### config.mk
export PLATFORM = sky130hd
export DESIGN_NAME = tensor_index_to_offset_unit_flat
export DESIGN_NICKNAME = d
export VERILOG_FILES = /design/src/design/tito_pkg.sv /design/src/design/tito_in_if.sv /design/src/design/tito_out_if.sv /design/src/design/tensor_index_to_offset_unit.sv /design/src/design/tito_cfg_regs.sv /design/src/design/tito_select.sv /design/src/design/tito_mac_stage.sv /design/src/design/tito_out_stage.sv /design/src/flat_wrapper.sv
export SDC_FILE = /design/constraint.sdc
export NUM_CORES = 2
export LEC_CHECK = 0
export BUFFER_PORTS_ARGS = -buffer_cell sky130_fd_sc_hd__buf_2
export CORE_ASPECT_RATIO = 1.2
export CORE_MARGIN = 4
export CORE_UTILIZATION = 25
export CTS_BUF_LIST = sky130_fd_sc_hd__clkbuf_8 sky130_fd_sc_hd__clkbuf_16
export DETAILED_ROUTE_END_ITERATION = 8
export PLACE_DENSITY = 0.49
export SETUP_SLACK_MARGIN = 0.5
export SLEW_MARGIN = 20
export SYNTH_ARGS = -nofsm -noshare
export SYNTH_HDL_FRONTEND = slang
export SYNTH_SLANG_ARGS = --single-unit
### constraint.sdc
create_clock -name clk -period 7.25 [get_ports clk]
set_clock_uncertainty 0.05 [all_clocks]
set_input_delay 0.3625 -clock clk [delete_from_list [all_inputs] [get_ports clk]]
set_output_delay 0.3625 -clock clk [all_outputs]
set_load 0.05 [all_outputs]
### src/design/tito_pkg.sv
`timescale 1ns / 1ps

package tito_pkg;

    localparam int NUM_DIMS  = 4;
    localparam int DIM_W     = 2;
    localparam int RANK_W    = 3;
    localparam int SIZE_W    = 13;
    localparam int LAYOUT_W  = NUM_DIMS * DIM_W;
    localparam int OFFSET_W  = 48;
    localparam int DATA_W    = 32;
    localparam int ADDR_W    = 5;
    localparam int REG_IDX_W = 3;

    localparam logic [RANK_W-1:0]   RANK_RESET   = RANK_W'(4);
    localparam logic [SIZE_W-1:0]   SIZE_RESET   = SIZE_W'(1);
    localparam logic [LAYOUT_W-1:0] LAYOUT_RESET = LAYOUT_W'(27);

    // Register map, word index = paddr[4:2]
    typedef enum logic [REG_IDX_W-1:0] {
        REG_RANK       = 3'd0,
        REG_DIM_SIZE_0 = 3'd1,
        REG_DIM_SIZE_1 = 3'd2,
        REG_DIM_SIZE_2 = 3'd3,
        REG_DIM_SIZE_3 = 3'd4,
        REG_LAYOUT     = 3'd5
    } reg_idx_t;

    typedef struct packed {
        logic [RANK_W-1:0]                rank;
        logic [NUM_DIMS-1:0][SIZE_W-1:0]  dim_size;
        logic [LAYOUT_W-1:0]              layout;
    } cfg_t;

endpackage

### src/design/tito_in_if.sv
`timescale 1ns / 1ps

interface tito_in_if #(
    parameter int INDEX_BITS = 12
);
    logic                  valid;
    logic                  ready;
    logic [INDEX_BITS-1:0] index_0;
    logic [INDEX_BITS-1:0] index_1;
    logic [INDEX_BITS-1:0] index_2;
    logic [INDEX_BITS-1:0] index_3;

    modport source (output valid, index_0, index_1, index_2, index_3, input ready);
    modport sink   (input valid, index_0, index_1, index_2, index_3, output ready);
endinterface

### src/design/tito_out_if.sv
`timescale 1ns / 1ps

interface tito_out_if;
    import tito_pkg::*;

    logic                valid;
    logic                ready;
    logic [OFFSET_W-1:0] offset;
    logic                out_of_range;

    modport source (output valid, offset, out_of_range, input ready);
    modport sink   (input valid, offset, out_of_range, output ready);
endinterface

### src/design/tensor_index_to_offset_unit.sv
`timescale 1ns / 1ps

// Pipeline: four register stages; a word accepted into the select register moves
//   through the two multiply-add registers to the output register, which offers it on result_ch.
// Throughput: one word per cycle while result_ch takes results, set by one multiply-add per layout entry
//   in each of the three arithmetic stages.
// Reset (rst_n, async, active low): empties the pipeline and loads rank 4,
//   every extent 1 and layout order 3,2,1,0.
module tensor_index_to_offset_unit #(
    parameter int MAX_RANK   = 4,
    parameter int INDEX_BITS = 12
) (
    input  logic                         clk,
    input  logic                         rst_n,
    // Index words in, offset words out
    tito_in_if.sink                      index_ch,
    tito_out_if.source                   result_ch,
    // Configuration port
    input  logic                         psel,
    input  logic                         penable,
    input  logic                         pwrite,
    input  logic [tito_pkg::ADDR_W-1:0]  paddr,
    input  logic [tito_pkg::DATA_W-1:0]  pwdata,
    output logic [tito_pkg::DATA_W-1:0]  prdata,
    output logic                         pready
);
    import tito_pkg::*;

    // Running scale after entries 0..k-1 is a product of k extents.
    localparam int SC1_W  = SIZE_W;
    localparam int SC2_W  = 2 * SIZE_W;
    localparam int SC3_W  = 3 * SIZE_W;
    // Partial offsets grow by one extent and one carry per entry; clip at 48.
    localparam int OFF1_W = INDEX_BITS;
    localparam int OFF2_W = (SIZE_W + INDEX_BITS + 1 > OFFSET_W) ?
                            OFFSET_W : SIZE_W + INDEX_BITS + 1;
    localparam int OFF3_W = (2 * SIZE_W + INDEX_BITS + 1 > OFFSET_W) ?
                            OFFSET_W : 2 * SIZE_W + INDEX_BITS + 1;
    // Side payload carried past each arithmetic stage
    localparam int PASS2_W = 1 + SIZE_W + 2 * INDEX_BITS;
    localparam int PASS3_W = 1 + INDEX_BITS;

    cfg_t                  cfg;

    logic [INDEX_BITS-1:0] idx_in   [NUM_DIMS];
    logic [INDEX_BITS-1:0] ent_idx  [NUM_DIMS];
    logic [SIZE_W-1:0]     ent_size [NUM_DIMS-1];
    logic                  s1_valid;
    logic                  s1_ready;
    logic                  s1_bad;

    logic                  s2_valid;
    logic                  s2_ready;
    logic [OFF2_W-1:0]     s2_off;
    logic [SC2_W-1:0]      s2_scale;
    logic [PASS2_W-1:0]    s2_pass_in;
    logic [PASS2_W-1:0]    s2_pass;

    logic                  s3_valid;
    logic                  s3_ready;
    logic [OFF3_W-1:0]     s3_off;
    logic [SC3_W-1:0]      s3_scale;
    logic [PASS3_W-1:0]    s3_pass_in;
    logic [PASS3_W-1:0]    s3_pass;

    logic                  s4_ready;

    tito_cfg_regs u_cfg (
        .clk     (clk),
        .rst_n   (rst_n),
        .psel    (psel),
        .penable (penable),
        .pwrite  (pwrite),
        .paddr   (paddr),
        .pwdata  (pwdata),
        .prdata  (prdata),
        .pready  (pready),
        .cfg     (cfg)
    );

    assign idx_in[0] = index_ch.index_0;
    assign idx_in[1] = index_ch.index_1;
    assign idx_in[2] = index_ch.index_2;
    assign idx_in[3] = index_ch.index_3;

    // Stage 1: resolve layout entries to index/extent pairs, flag range errors.
    // Entry 0 has scale 1, so its index is the first partial offset and its
    // extent the next scale.
    tito_select #(
        .INDEX_BITS (INDEX_BITS),
        .MAX_RANK   (MAX_RANK)
    ) u_select (
        .clk       (clk),
        .rst_n     (rst_n),
        .cfg       (cfg),
        .valid_in  (index_ch.valid),
        .ready_out (index_ch.ready),
        .idx_in    (idx_in),
        .valid_out (s1_valid),
        .ready_in  (s1_ready),
        .ent_idx   (ent_idx),
        .ent_size  (ent_size),
        .bad_out   (s1_bad)
    );

    // Stage 2: entry 1
    assign s2_pass_in = {s1_bad, ent_size[2], ent_idx[3], ent_idx[2]};

    tito_mac_stage #(
        .IDX_W       (INDEX_BITS),
        .SIZE_IN_W   (SIZE_W),
        .SCALE_IN_W  (SC1_W),
        .SCALE_OUT_W (SC2_W),
        .OFF_IN_W    (OFF1_W),
        .OFF_OUT_W   (OFF2_W),
        .PASS_W      (PASS2_W)
    ) u_mac1 (
        .clk       (clk),
        .rst_n     (rst_n),
        .valid_in  (s1_valid),
        .ready_out (s1_ready),
        .off_in    (ent_idx[0]),
        .scale_in  (ent_size[0]),
        .idx_in    (ent_idx[1]),
        .size_in   (ent_size[1]),
        .pass_in   (s2_pass_in),
        .valid_out (s2_valid),
        .ready_in  (s2_ready),
        .off_out   (s2_off),
        .scale_out (s2_scale),
        .pass_out  (s2_pass)
    );

    // Stage 3: entry 2; s2_pass = {bad, extent 2, index 3, index 2}
    assign s3_pass_in = {s2_pass[PASS2_W-1], s2_pass[2*INDEX_BITS-1:INDEX_BITS]};

    tito_mac_stage #(
        .IDX_W       (INDEX_BITS),
        .SIZE_IN_W   (SIZE_W),
        .SCALE_IN_W  (SC2_W),
        .SCALE_OUT_W (SC3_W),
        .OFF_IN_W    (OFF2_W),
        .OFF_OUT_W   (OFF3_W),
        .PASS_W      (PASS3_W)
    ) u_mac2 (
        .clk       (clk),
        .rst_n     (rst_n),
        .valid_in  (s2_valid),
        .ready_out (s2_ready),
        .off_in    (s2_off),
        .scale_in  (s2_scale),
        .idx_in    (s2_pass[INDEX_BITS-1:0]),
        .size_in   (s2_pass[PASS2_W-2:2*INDEX_BITS]),
        .pass_in   (s3_pass_in),
        .valid_out (s3_valid),
        .ready_in  (s3_ready),
        .off_out   (s3_off),
        .scale_out (s3_scale),
        .pass_out  (s3_pass)
    );

    // Stage 4: entry 3 and the output register; s3_pass = {bad, index 3}
    tito_out_stage #(
        .IDX_W      (INDEX_BITS),
        .SCALE_IN_W (SC3_W),
        .OFF_IN_W   (OFF3_W)
    ) u_out (
        .clk       (clk),
        .rst_n     (rst_n),
        .valid_in  (s3_valid),
        .ready_out (s4_ready),
        .off_in    (s3_off),
        .scale_in  (s3_scale),
        .idx_in    (s3_pass[INDEX_BITS-1:0]),
        .bad_in    (s3_pass[PASS3_W-1]),
        .result_ch (result_ch)
    );

    assign s3_ready = s4_ready;

endmodule

### src/design/tito_cfg_regs.sv
`timescale 1ns / 1ps

module tito_cfg_regs (
    input  logic                         clk,
    input  logic                         rst_n,
    input  logic                         psel,
    input  logic                         penable,
    input  logic                         pwrite,
    input  logic [tito_pkg::ADDR_W-1:0]  paddr,
    input  logic [tito_pkg::DATA_W-1:0]  pwdata,
    output logic [tito_pkg::DATA_W-1:0]  prdata,
    output logic                         pready,
    output tito_pkg::cfg_t               cfg
);
    import tito_pkg::*;

    logic [RANK_W-1:0]               rank_reg;
    logic [RANK_W-1:0]               rank_next;
    logic [NUM_DIMS-1:0][SIZE_W-1:0] dim_size_reg;
    logic [NUM_DIMS-1:0][SIZE_W-1:0] dim_size_next;
    logic [LAYOUT_W-1:0]             layout_reg;
    logic [LAYOUT_W-1:0]             layout_next;
    logic                            wr_en;
    reg_idx_t                        reg_idx;

    assign pready  = 1'b1;
    assign wr_en   = psel && penable && pwrite && pready;
    assign reg_idx = reg_idx_t'(paddr[ADDR_W-1:2]);

    always_comb
    begin
        rank_next     = rank_reg;
        dim_size_next = dim_size_reg;
        layout_next   = layout_reg;
        if (wr_en)
        begin
            unique case (reg_idx)
                REG_RANK:       rank_next        = pwdata[RANK_W-1:0];
                REG_DIM_SIZE_0: dim_size_next[0] = pwdata[SIZE_W-1:0];
                REG_DIM_SIZE_1: dim_size_next[1] = pwdata[SIZE_W-1:0];
                REG_DIM_SIZE_2: dim_size_next[2] = pwdata[SIZE_W-1:0];
                REG_DIM_SIZE_3: dim_size_next[3] = pwdata[SIZE_W-1:0];
                REG_LAYOUT:     layout_next      = pwdata[LAYOUT_W-1:0];
                default:        ;   // unmapped word: drop the write
            endcase
        end
    end

    always_ff @(posedge clk or negedge rst_n)
    begin
        if (!rst_n)
        begin
            rank_reg     <= RANK_RESET;
            dim_size_reg <= {NUM_DIMS{SIZE_RESET}};
            layout_reg   <= LAYOUT_RESET;
        end
        else
        begin
            rank_reg     <= rank_next;
            dim_size_reg <= dim_size_next;
            layout_reg   <= layout_next;
        end
    end

    always_comb
    begin
        unique case (reg_idx)
            REG_RANK:       prdata = DATA_W'(rank_reg);
            REG_DIM_SIZE_0: prdata = DATA_W'(dim_size_reg[0]);
            REG_DIM_SIZE_1: prdata = DATA_W'(dim_size_reg[1]);
            REG_DIM_SIZE_2: prdata = DATA_W'(dim_size_reg[2]);
            REG_DIM_SIZE_3: prdata = DATA_W'(dim_size_reg[3]);
            REG_LAYOUT:     prdata = DATA_W'(layout_reg);
            default:        prdata = '0;
        endcase
    end

    assign cfg.rank     = rank_reg;
    assign cfg.dim_size = dim_size_reg;
    assign cfg.layout   = layout_reg;

endmodule

### src/design/tito_select.sv
`timescale 1ns / 1ps

module tito_select #(
    parameter int INDEX_BITS = 12,
    parameter int MAX_RANK   = 4
) (
    input  logic                          clk,
    input  logic                          rst_n,
    input  tito_pkg::cfg_t                cfg,
    input  logic                          valid_in,
    output logic                          ready_out,
    input  logic [INDEX_BITS-1:0]         idx_in   [tito_pkg::NUM_DIMS],
    output logic                          valid_out,
    input  logic                          ready_in,
    output logic [INDEX_BITS-1:0]         ent_idx  [tito_pkg::NUM_DIMS],
    output logic [tito_pkg::SIZE_W-1:0]   ent_size [tito_pkg::NUM_DIMS-1],
    output logic                          bad_out
);
    import tito_pkg::*;

    localparam int EFF_CAP = (MAX_RANK < NUM_DIMS) ? MAX_RANK : NUM_DIMS;
    localparam int CMP_W   = (INDEX_BITS > SIZE_W) ? INDEX_BITS : SIZE_W;

    logic                  valid_reg;
    logic                  advance;
    logic [RANK_W-1:0]     eff_rank;
    logic [INDEX_BITS-1:0] idx_next  [NUM_DIMS];
    logic [SIZE_W-1:0]     size_next [NUM_DIMS-1];
    logic                  bad_next;
    logic [INDEX_BITS-1:0] idx_reg   [NUM_DIMS];
    logic [SIZE_W-1:0]     size_reg  [NUM_DIMS-1];
    logic                  bad_reg;

    assign advance   = !valid_reg || ready_in;
    assign ready_out = advance;
    assign eff_rank  = (cfg.rank > RANK_W'(EFF_CAP)) ? RANK_W'(EFF_CAP) : cfg.rank;

    // Map layout entries to (index, extent) pairs; unused entries become (0, 1)
    always_comb
    begin
        logic [DIM_W-1:0] dim;
        logic             used;
        bad_next = 1'b0;
        for (int d = 0; d < NUM_DIMS; d++)
        begin
            if ((RANK_W'(d) < eff_rank) &&
                (CMP_W'(idx_in[d]) >= CMP_W'(cfg.dim_size[d])))
                bad_next = 1'b1;
        end
        for (int k = 0; k < NUM_DIMS; k++)
        begin
            dim  = cfg.layout[k*DIM_W +: DIM_W];
            used = RANK_W'(k) < eff_rank;
            if (used && (RANK_W'(dim) >= eff_rank))
                bad_next = 1'b1;
            idx_next[k] = used ? idx_in[dim] : '0;
            // the last entry's extent never feeds a later scale
            if (k < NUM_DIMS-1)
                size_next[k] = used ? cfg.dim_size[dim] : SIZE_RESET;
        end
    end

    always_ff @(posedge clk or negedge rst_n)
    begin
        if (!rst_n)
            valid_reg <= 1'b0;
        else if (advance)
            valid_reg <= valid_in;
    end

    always_ff @(posedge clk)
    begin
        if (advance && valid_in)
        begin
            idx_reg  <= idx_next;
            size_reg <= size_next;
            bad_reg  <= bad_next;
        end
    end

    assign valid_out = valid_reg;
    assign ent_idx   = idx_reg;
    assign ent_size  = size_reg;
    assign bad_out   = bad_reg;

endmodule

### src/design/tito_mac_stage.sv
`timescale 1ns / 1ps

module tito_mac_stage #(
    parameter int IDX_W       = 12,
    parameter int SIZE_IN_W   = 13,
    parameter int SCALE_IN_W  = 13,
    parameter int SCALE_OUT_W = 26,
    parameter int OFF_IN_W    = 12,
    parameter int OFF_OUT_W   = 26,
    parameter int PASS_W      = 1
) (
    input  logic                   clk,
    input  logic                   rst_n,
    input  logic                   valid_in,
    output logic                   ready_out,
    input  logic [OFF_IN_W-1:0]    off_in,
    input  logic [SCALE_IN_W-1:0]  scale_in,
    input  logic [IDX_W-1:0]       idx_in,
    input  logic [SIZE_IN_W-1:0]   size_in,
    input  logic [PASS_W-1:0]      pass_in,
    output logic                   valid_out,
    input  logic                   ready_in,
    output logic [OFF_OUT_W-1:0]   off_out,
    output logic [SCALE_OUT_W-1:0] scale_out,
    output logic [PASS_W-1:0]      pass_out
);

    localparam int PROD_W = SCALE_IN_W + IDX_W;
    localparam int SPRD_W = SCALE_IN_W + SIZE_IN_W;

    logic                   valid_reg;
    logic                   advance;
    logic [PROD_W-1:0]      prod;
    logic [SPRD_W-1:0]      scale_prod;
    logic [OFF_OUT_W-1:0]   off_next;
    logic [SCALE_OUT_W-1:0] scale_next;
    logic [OFF_OUT_W-1:0]   off_reg;
    logic [SCALE_OUT_W-1:0] scale_reg;
    logic [PASS_W-1:0]      pass_reg;

    assign advance    = !valid_reg || ready_in;
    assign ready_out  = advance;

    // Accumulate this entry's term and extend the running scale
    assign prod       = PROD_W'(scale_in) * PROD_W'(idx_in);
    assign scale_prod = SPRD_W'(scale_in) * SPRD_W'(size_in);
    assign off_next   = OFF_OUT_W'(off_in) + OFF_OUT_W'(prod);
    assign scale_next = SCALE_OUT_W'(scale_prod);

    always_ff @(posedge clk or negedge rst_n)
    begin
        if (!rst_n)
            valid_reg <= 1'b0;
        else if (advance)
            valid_reg <= valid_in;
    end

    always_ff @(posedge clk)
    begin
        if (advance && valid_in)
        begin
            off_reg   <= off_next;
            scale_reg <= scale_next;
            pass_reg  <= pass_in;
        end
    end

    assign valid_out = valid_reg;
    assign off_out   = off_reg;
    assign scale_out = scale_reg;
    assign pass_out  = pass_reg;

endmodule

### src/design/tito_out_stage.sv
`timescale 1ns / 1ps

module tito_out_stage #(
    parameter int IDX_W      = 12,
    parameter int SCALE_IN_W = 39,
    parameter int OFF_IN_W   = 39
) (
    input  logic                  clk,
    input  logic                  rst_n,
    input  logic                  valid_in,
    output logic                  ready_out,
    input  logic [OFF_IN_W-1:0]   off_in,
    input  logic [SCALE_IN_W-1:0] scale_in,
    input  logic [IDX_W-1:0]      idx_in,
    input  logic                  bad_in,
    tito_out_if.source            result_ch
);
    import tito_pkg::*;

    localparam int PROD_W = SCALE_IN_W + IDX_W;

    logic                valid_reg;
    logic                advance;
    logic [PROD_W-1:0]   prod;
    logic [OFFSET_W-1:0] offset_next;
    logic [OFFSET_W-1:0] offset_reg;
    logic                oor_reg;

    assign advance     = !valid_reg || result_ch.ready;
    assign ready_out   = advance;
    assign prod        = PROD_W'(scale_in) * PROD_W'(idx_in);
    // Wrap modulo 2^48
    assign offset_next = OFFSET_W'(off_in) + OFFSET_W'(prod);

    always_ff @(posedge clk or negedge rst_n)
    begin
        if (!rst_n)
            valid_reg <= 1'b0;
        else if (advance)
            valid_reg <= valid_in;
    end

    always_ff @(posedge clk)
    begin
        if (advance && valid_in)
        begin
            offset_reg <= offset_next;
            oor_reg    <= bad_in;
        end
    end

    assign result_ch.valid        = valid_reg;
    assign result_ch.offset       = offset_reg;
    assign result_ch.out_of_range = oor_reg;

endmodule

### src/flat_wrapper.sv
// flat-port wrapper written by rule: the top's interface ports become plain ports
module tensor_index_to_offset_unit_flat import tito_pkg::*;
#(
    parameter int MAX_RANK   = 4,
    parameter int INDEX_BITS = 12
)
  (clk, rst_n, psel, penable, pwrite, paddr, pwdata, prdata, pready, index_ch_valid, index_ch_index_0, index_ch_index_1, index_ch_index_2, index_ch_index_3, index_ch_ready, result_ch_valid, result_ch_offset, result_ch_out_of_range, result_ch_ready);
  tito_in_if #(.INDEX_BITS(INDEX_BITS)) index_ch_i ();
  tito_out_if result_ch_i ();
  input  logic clk;
  input  logic rst_n;
  input  logic psel;
  input  logic penable;
  input  logic pwrite;
  input  logic [tito_pkg::ADDR_W-1:0] paddr;
  input  logic [tito_pkg::DATA_W-1:0] pwdata;
  output logic [tito_pkg::DATA_W-1:0] prdata;
  output logic pready;
  input wire logic [$bits(index_ch_i.valid)-1:0] index_ch_valid;
  input wire logic [$bits(index_ch_i.index_0)-1:0] index_ch_index_0;
  input wire logic [$bits(index_ch_i.index_1)-1:0] index_ch_index_1;
  input wire logic [$bits(index_ch_i.index_2)-1:0] index_ch_index_2;
  input wire logic [$bits(index_ch_i.index_3)-1:0] index_ch_index_3;
  output wire logic [$bits(index_ch_i.ready)-1:0] index_ch_ready;
  output wire logic [$bits(result_ch_i.valid)-1:0] result_ch_valid;
  output wire logic [$bits(result_ch_i.offset)-1:0] result_ch_offset;
  output wire logic [$bits(result_ch_i.out_of_range)-1:0] result_ch_out_of_range;
  input wire logic [$bits(result_ch_i.ready)-1:0] result_ch_ready;
  assign index_ch_i.valid = index_ch_valid;
  assign index_ch_i.index_0 = index_ch_index_0;
  assign index_ch_i.index_1 = index_ch_index_1;
  assign index_ch_i.index_2 = index_ch_index_2;
  assign index_ch_i.index_3 = index_ch_index_3;
  assign index_ch_ready = index_ch_i.ready;
  assign result_ch_valid = result_ch_i.valid;
  assign result_ch_offset = result_ch_i.offset;
  assign result_ch_out_of_range = result_ch_i.out_of_range;
  assign result_ch_i.ready = result_ch_ready;
  tensor_index_to_offset_unit #(.MAX_RANK(MAX_RANK), .INDEX_BITS(INDEX_BITS)) u_core (.clk(clk), .rst_n(rst_n), .index_ch(index_ch_i), .result_ch(result_ch_i), .psel(psel), .penable(penable), .pwrite(pwrite), .paddr(paddr), .pwdata(pwdata), .prdata(prdata), .pready(pready));
endmodule
==> results.txt <==
- Counting along the longest clock path gives a buffer depth of 3.
* Critical path endpoint category: register
* Count of flip-flops with a built-in enable after synthesis: 318
- Highest achievable clock rate: 152 MHz
* Die width: 466 microns
* Routed vias: 42400
- In this run the tightest slew margin relative to its limit is 30.4%.
- The area growth from synthesis to layout is 11.9%.
- Per-instance average area after synthesis: 9.82 sq um
- Worst slew pin tran: 1.04 ns
- The register with the most flip-flops in the layout has 52 of them.
- Critical Path Fanout Max: 7
* Clk Latency, worst-skew pair: 0.69 ns
- Final slew viol count: 0
* Fraction of the core area covered by cells at the end of the flow: 28.1%
- Layout cell share with drive strength beyond 1: 8.88%
- For the worst flop-to-flop path, the logic depth is 20.
- The die is 557 microns tall.
* Count of different cell masters after synthesis: 71
* Warnings, synthesis: 0
- Sum of net half-perimeters after detailed placement: 131000 microns
- Clock tree synthesis inserted a total of 50 buffers.
* Critical Path Start Type: register
- DRT Wirelength: 157000 microns
* Cell at the slowest stage of the critical path: sky130_fd_sc_hd__edfxtp_1
* Largest net degree at the start of global routing: 68
* Total negative slack for setup checks: 0 ns
- Hold timing on the final database bottoms out at a slack of 0.188 ns.
* Cell with the most instances on the worst path: sky130_fd_sc_hd__fa_1
- Share of the clock period used by the worst path: 90.5%
- Clock tree root driver cell: sky130_fd_sc_hd__clkbuf_16
* Number of antenna violations at the first check in global routing: 7
- Worst Path Class, Setup: register to register
* Worst path top cell family by delay: adder cells
* Cell count of the worst hold path: 4
- Number of buffer and inverter instances along the worst setup path: 3
- The detailed router finished its first iteration with 1716 violations.
* Sequential-to-total area share from yosys stat: 17.9%
* CTS tree: built
- Synth Cell Area: 62900 sq um
- Total setup violations reported at the end of the flow: 0
- Pin placement for this block handled 176 I/O pins.
* Async set-reset flop share out of synthesis: 17.4%
- GRT Overall Usage: 12.2%
- After floorplanning, the core was divided into 201 placement rows.
- Status: complete, no violations
- Setup repair after global routing could not meet its margin everywhere.
* Count of state elements after synthesis: 385
- GR Overflow Total: 0
- The count of nets left with antenna violations once routing finished came out at 0.
- Maximum level of the CTS H-tree: 2
- After routing the design area is 70400 sq um.
- After detailed placement, the total cell area comes to 67600 sq um.
- Number of violations of the max-capacitance limit: 0
- For the worst setup path, the data arrival time is 6.90 ns.
- DR pass1 iterations: 7
- After floorplanning, the core was sized to cover 250000 sq um.
- The worst path needs 6.56 ns of the cycle, external delays included.
- After technology mapping, the gate count stands at 6405.
- After clock tree synthesis, the clock-pin slew on the worst setup and hold paths is 0.07 ns.
- For this run, the post-layout net count is 8214.
- Using the TritonRoute via totals, the vias-per-cell ratio works out to 4.29.
* Wire length of the first global-routing pass: 254000 microns
* Commonest register cell after synthesis: sky130_fd_sc_hd__edfxtp_1
- Endpoint required time on the critical path: 7.59 ns
- Effective utilization at floorplan: 25.1%
- The floorplan step defined a die boundary enclosing 260000 sq um.
- Number of global-route vias before repair: 46500
* Number of clock sinks: 385
* Port Buffer Count: 134
* Cell depth of the worst setup path: 20
- The largest single stage delay on the critical path is 0.58 ns.
- Routability-driven placement finished with a final weighted congestion of 0.830.
- In the final routed layout, each cell accounts on average for 15.9 microns.
- The min-delay analysis places its worst path in the category input pin to register.
* Final hold violations: 0
- Ordered cell list for the critical path: nand2_1 -> fa_1 -> inv_1 -> fa_1 -> fa_1 -> fa_1 -> inv_1 -> fa_1 -> inv_1 -> ha_1 -> a21o_1 -> a2111o_1 -> a41oi_2 -> a41oi_2 -> a221o_1 -> a21o_1 -> a311oi_2 -> o31a_1 -> o21ai_1 -> xor2_1
- Remaining routing DRC violations: 0
==> synthesized netlist by cell type, types with 6 or more instances <==
library cell / instances / share of area (%)
sky130_fd_sc_hd__nor3_1: 22 / 0.18
sky130_fd_sc_hd__edfxtp_1: 318 / 15
sky130_fd_sc_hd__fa_1: 1179 / 38
sky130_fd_sc_hd__a211o_1: 10 / 0.14
sky130_fd_sc_hd__nor2b_1: 93 / 0.93
sky130_fd_sc_hd__a21oi_1: 139 / 1.1
sky130_fd_sc_hd__o21bai_1: 32 / 0.38
sky130_fd_sc_hd__o21ai_1: 14 / 0.11
sky130_fd_sc_hd__or2_2: 10 / 0.099
sky130_fd_sc_hd__xnor2_1: 111 / 1.5
sky130_fd_sc_hd__nand2_1: 1052 / 6.3
sky130_fd_sc_hd__nor2_1: 89 / 0.53
sky130_fd_sc_hd__and2_1: 522 / 5.2
sky130_fd_sc_hd__ha_1: 451 / 9.0
sky130_fd_sc_hd__buf_4: 20 / 0.24
sky130_fd_sc_hd__a211oi_1: 14 / 0.17
sky130_fd_sc_hd__dfrtp_1: 58 / 2.3
sky130_fd_sc_hd__nand4_1: 15 / 0.15
sky130_fd_sc_hd__o31ai_1: 8 / 0.095
sky130_fd_sc_hd__buf_1: 11 / 0.066
sky130_fd_sc_hd__a31oi_1: 10 / 0.099
sky130_fd_sc_hd__xor2_1: 41 / 0.57
sky130_fd_sc_hd__o22ai_1: 10 / 0.099
sky130_fd_sc_hd__a21o_1: 81 / 0.97
sky130_fd_sc_hd__and3_1: 17 / 0.17
sky130_fd_sc_hd__nand3_1: 24 / 0.19
sky130_fd_sc_hd__mux4_2: 88 / 3.2
sky130_fd_sc_hd__o21a_1: 17 / 0.20
sky130_fd_sc_hd__nand2b_1: 25 / 0.25
sky130_fd_sc_hd__clkbuf_1: 293 / 1.7
sky130_fd_sc_hd__o21ai_0: 107 / 0.85
sky130_fd_sc_hd__a21boi_0: 6 / 0.072
sky130_fd_sc_hd__a22oi_1: 14 / 0.17
sky130_fd_sc_hd__inv_1: 1388 / 8.3
sky130_fd_sc_hd__mux2i_1: 6 / 0.095
sky130_fd_sc_hd__dfstp_2: 9 / 0.38
sky130_fd_sc_hd__mux2_2: 28 / 0.50
==> worst reg2reg max path, cell delays in order (launching register included) <==
cell and delay (ns):
sky130_fd_sc_hd__edfxtp_1 0.58, sky130_fd_sc_hd__nand2_1 0.14, sky130_fd_sc_hd__fa_1 0.55, sky130_fd_sc_hd__inv_1 0.06, sky130_fd_sc_hd__fa_1 0.55, sky130_fd_sc_hd__fa_1 0.43, sky130_fd_sc_hd__fa_1 0.49, sky130_fd_sc_hd__inv_1 0.05
sky130_fd_sc_hd__fa_1 0.47, sky130_fd_sc_hd__inv_1 0.04, sky130_fd_sc_hd__ha_1 0.35, sky130_fd_sc_hd__a21o_1 0.23, sky130_fd_sc_hd__a2111o_1 0.45, sky130_fd_sc_hd__a41oi_2 0.23, sky130_fd_sc_hd__a41oi_2 0.10, sky130_fd_sc_hd__a221o_1 0.48
sky130_fd_sc_hd__a21o_1 0.26, sky130_fd_sc_hd__a311oi_2 0.30, sky130_fd_sc_hd__o31a_1 0.26, sky130_fd_sc_hd__o21ai_1 0.09, sky130_fd_sc_hd__xor2_1 0.14
==> metrics by stage <==
stage / setup slack (ns) / cells
2_1_floorplan: 1.01 / 6423
3_3_place_gp: 0.320 / 9698
3_5_place_dp: 0.335 / 9698
4_1_cts: 0.491 / 9831
5_1_grt: 0.448 / 9886
6_report: 0.687 / 9886
==> layer usage <==
metal / vias to the layer above / part of all wire (%) / GRT usage [%]
met5: - / 0 / 0
met4: 0 / 2.5 / 3.22
met3: 198 / 2.9 / 1.14
met2: 609 / 51 / 22.3
met1: 22000 / 44 / 15.3
li1: 19600 / - / -
==> timing repair <==
item / in CTS / in global routing
setup buffers: 23 / 52
pin swaps: 0 / 6
hold buffers: 16 / 0
endpoints found under the hold margin: 124 / 0
resized for setup: 2 / 24
setup endpoints to repair: 9 / 18
==> path summary, 6_finish.rpt <==
path / start / to / slack (ns)
min in group asynchronous: rst_n / u_core.u_cfg.cfg[56]$_DFFE_PN0P_ / 0.35
worst min-delay path: pwrite / u_core.u_cfg.cfg[34]$_DFFE_PN1P_ / 0.19
worst min register to register: u_core.u_select.ent_idx[6]$_SDFFCE_PP0P_ / u_core.u_mac1.pass_out[18]$_DFFE_PP_ / 0.37
worst max register to register: u_core.u_mac2.pass_out[6]$_DFFE_PP_ / u_core.u_out.result_ch.offset[46]$_DFFE_PP_ / 0.69
worst max-delay path: u_core.u_mac2.pass_out[6]$_DFFE_PP_ / u_core.u_out.result_ch.offset[46]$_DFFE_PP_ / 0.69
max in group asynchronous: rst_n / u_core.u_mac2.valid_out$_DFFE_PN0P_ / 6.11
==> logic make-up after synthesis <==
logic type | share of synthesized area (%)
AND/OR/NAND/NOR | 14.3
buffers and inverters | 10.3
adder cells (fa/ha/maj) | 46.5
AO/OA/AOI/OAI | 5.14
flip-flops | 17.9
XOR/XNOR | 2.12
multiplexers | 3.75
other | 0.0119
==> area by class of cell <==
cell class / count / area (sq um)
Timing Repair Buffer: 342 / 2690
Multi-Input combinational cell: 4325 / 45300
Tap cell: 3349 / 4190
Antenna cell: 3 / 7.51
Inverter: 1388 / 5210
Clock buffer: 50 / 1250
Fill cell: 26300 / 180000
Sequential cell: 385 / 11200
Clock inverter: 44 / 497
==> cell usage in the layout (no fill, tap or decap), types with 10 or more instances in the layout <==
cell                            synthesis  final
sky130_fd_sc_hd__buf_4                 20    152
sky130_fd_sc_hd__ha_1                 451    450
sky130_fd_sc_hd__inv_1               1388   1389
sky130_fd_sc_hd__a21o_1                81     81
sky130_fd_sc_hd__conb_1                 2     20
sky130_fd_sc_hd__a211oi_1              14     13
sky130_fd_sc_hd__a22oi_1               14     14
sky130_fd_sc_hd__buf_2                  1    134
sky130_fd_sc_hd__dlygate4sd3_1          0     16
sky130_fd_sc_hd__xor2_1                41     41
sky130_fd_sc_hd__mux4_2                88     88
sky130_fd_sc_hd__a21oi_1              139    138
sky130_fd_sc_hd__clkbuf_16              0     50
sky130_fd_sc_hd__and2_1               522    519
sky130_fd_sc_hd__nand3_1               24     24
sky130_fd_sc_hd__nor3_1                22     19
sky130_fd_sc_hd__buf_12                 0     30
sky130_fd_sc_hd__o22ai_1               10     10
sky130_fd_sc_hd__o21a_1                17     17
sky130_fd_sc_hd__nand2b_1              25     25
sky130_fd_sc_hd__mux2_2                28     28
sky130_fd_sc_hd__nor2_1                89     88
sky130_fd_sc_hd__dfrtp_1               58     58
sky130_fd_sc_hd__o21ai_1               14     16
sky130_fd_sc_hd__o21ai_0              107    103
sky130_fd_sc_hd__or2_2                 10     10
sky130_fd_sc_hd__a211o_1               10     10
sky130_fd_sc_hd__xnor2_1              111    111
sky130_fd_sc_hd__nand4_1               15     15
sky130_fd_sc_hd__nand2_1             1052   1052
sky130_fd_sc_hd__fa_1                1179   1179
sky130_fd_sc_hd__and3_1                17     17
sky130_fd_sc_hd__o21bai_1              32     32
sky130_fd_sc_hd__edfxtp_1             318    318
sky130_fd_sc_hd__nor2b_1               93     92
Power is left out: the tool's default activity adds up to more than one toggle a clock period on the data nets, which glitch-free logic cannot reach.
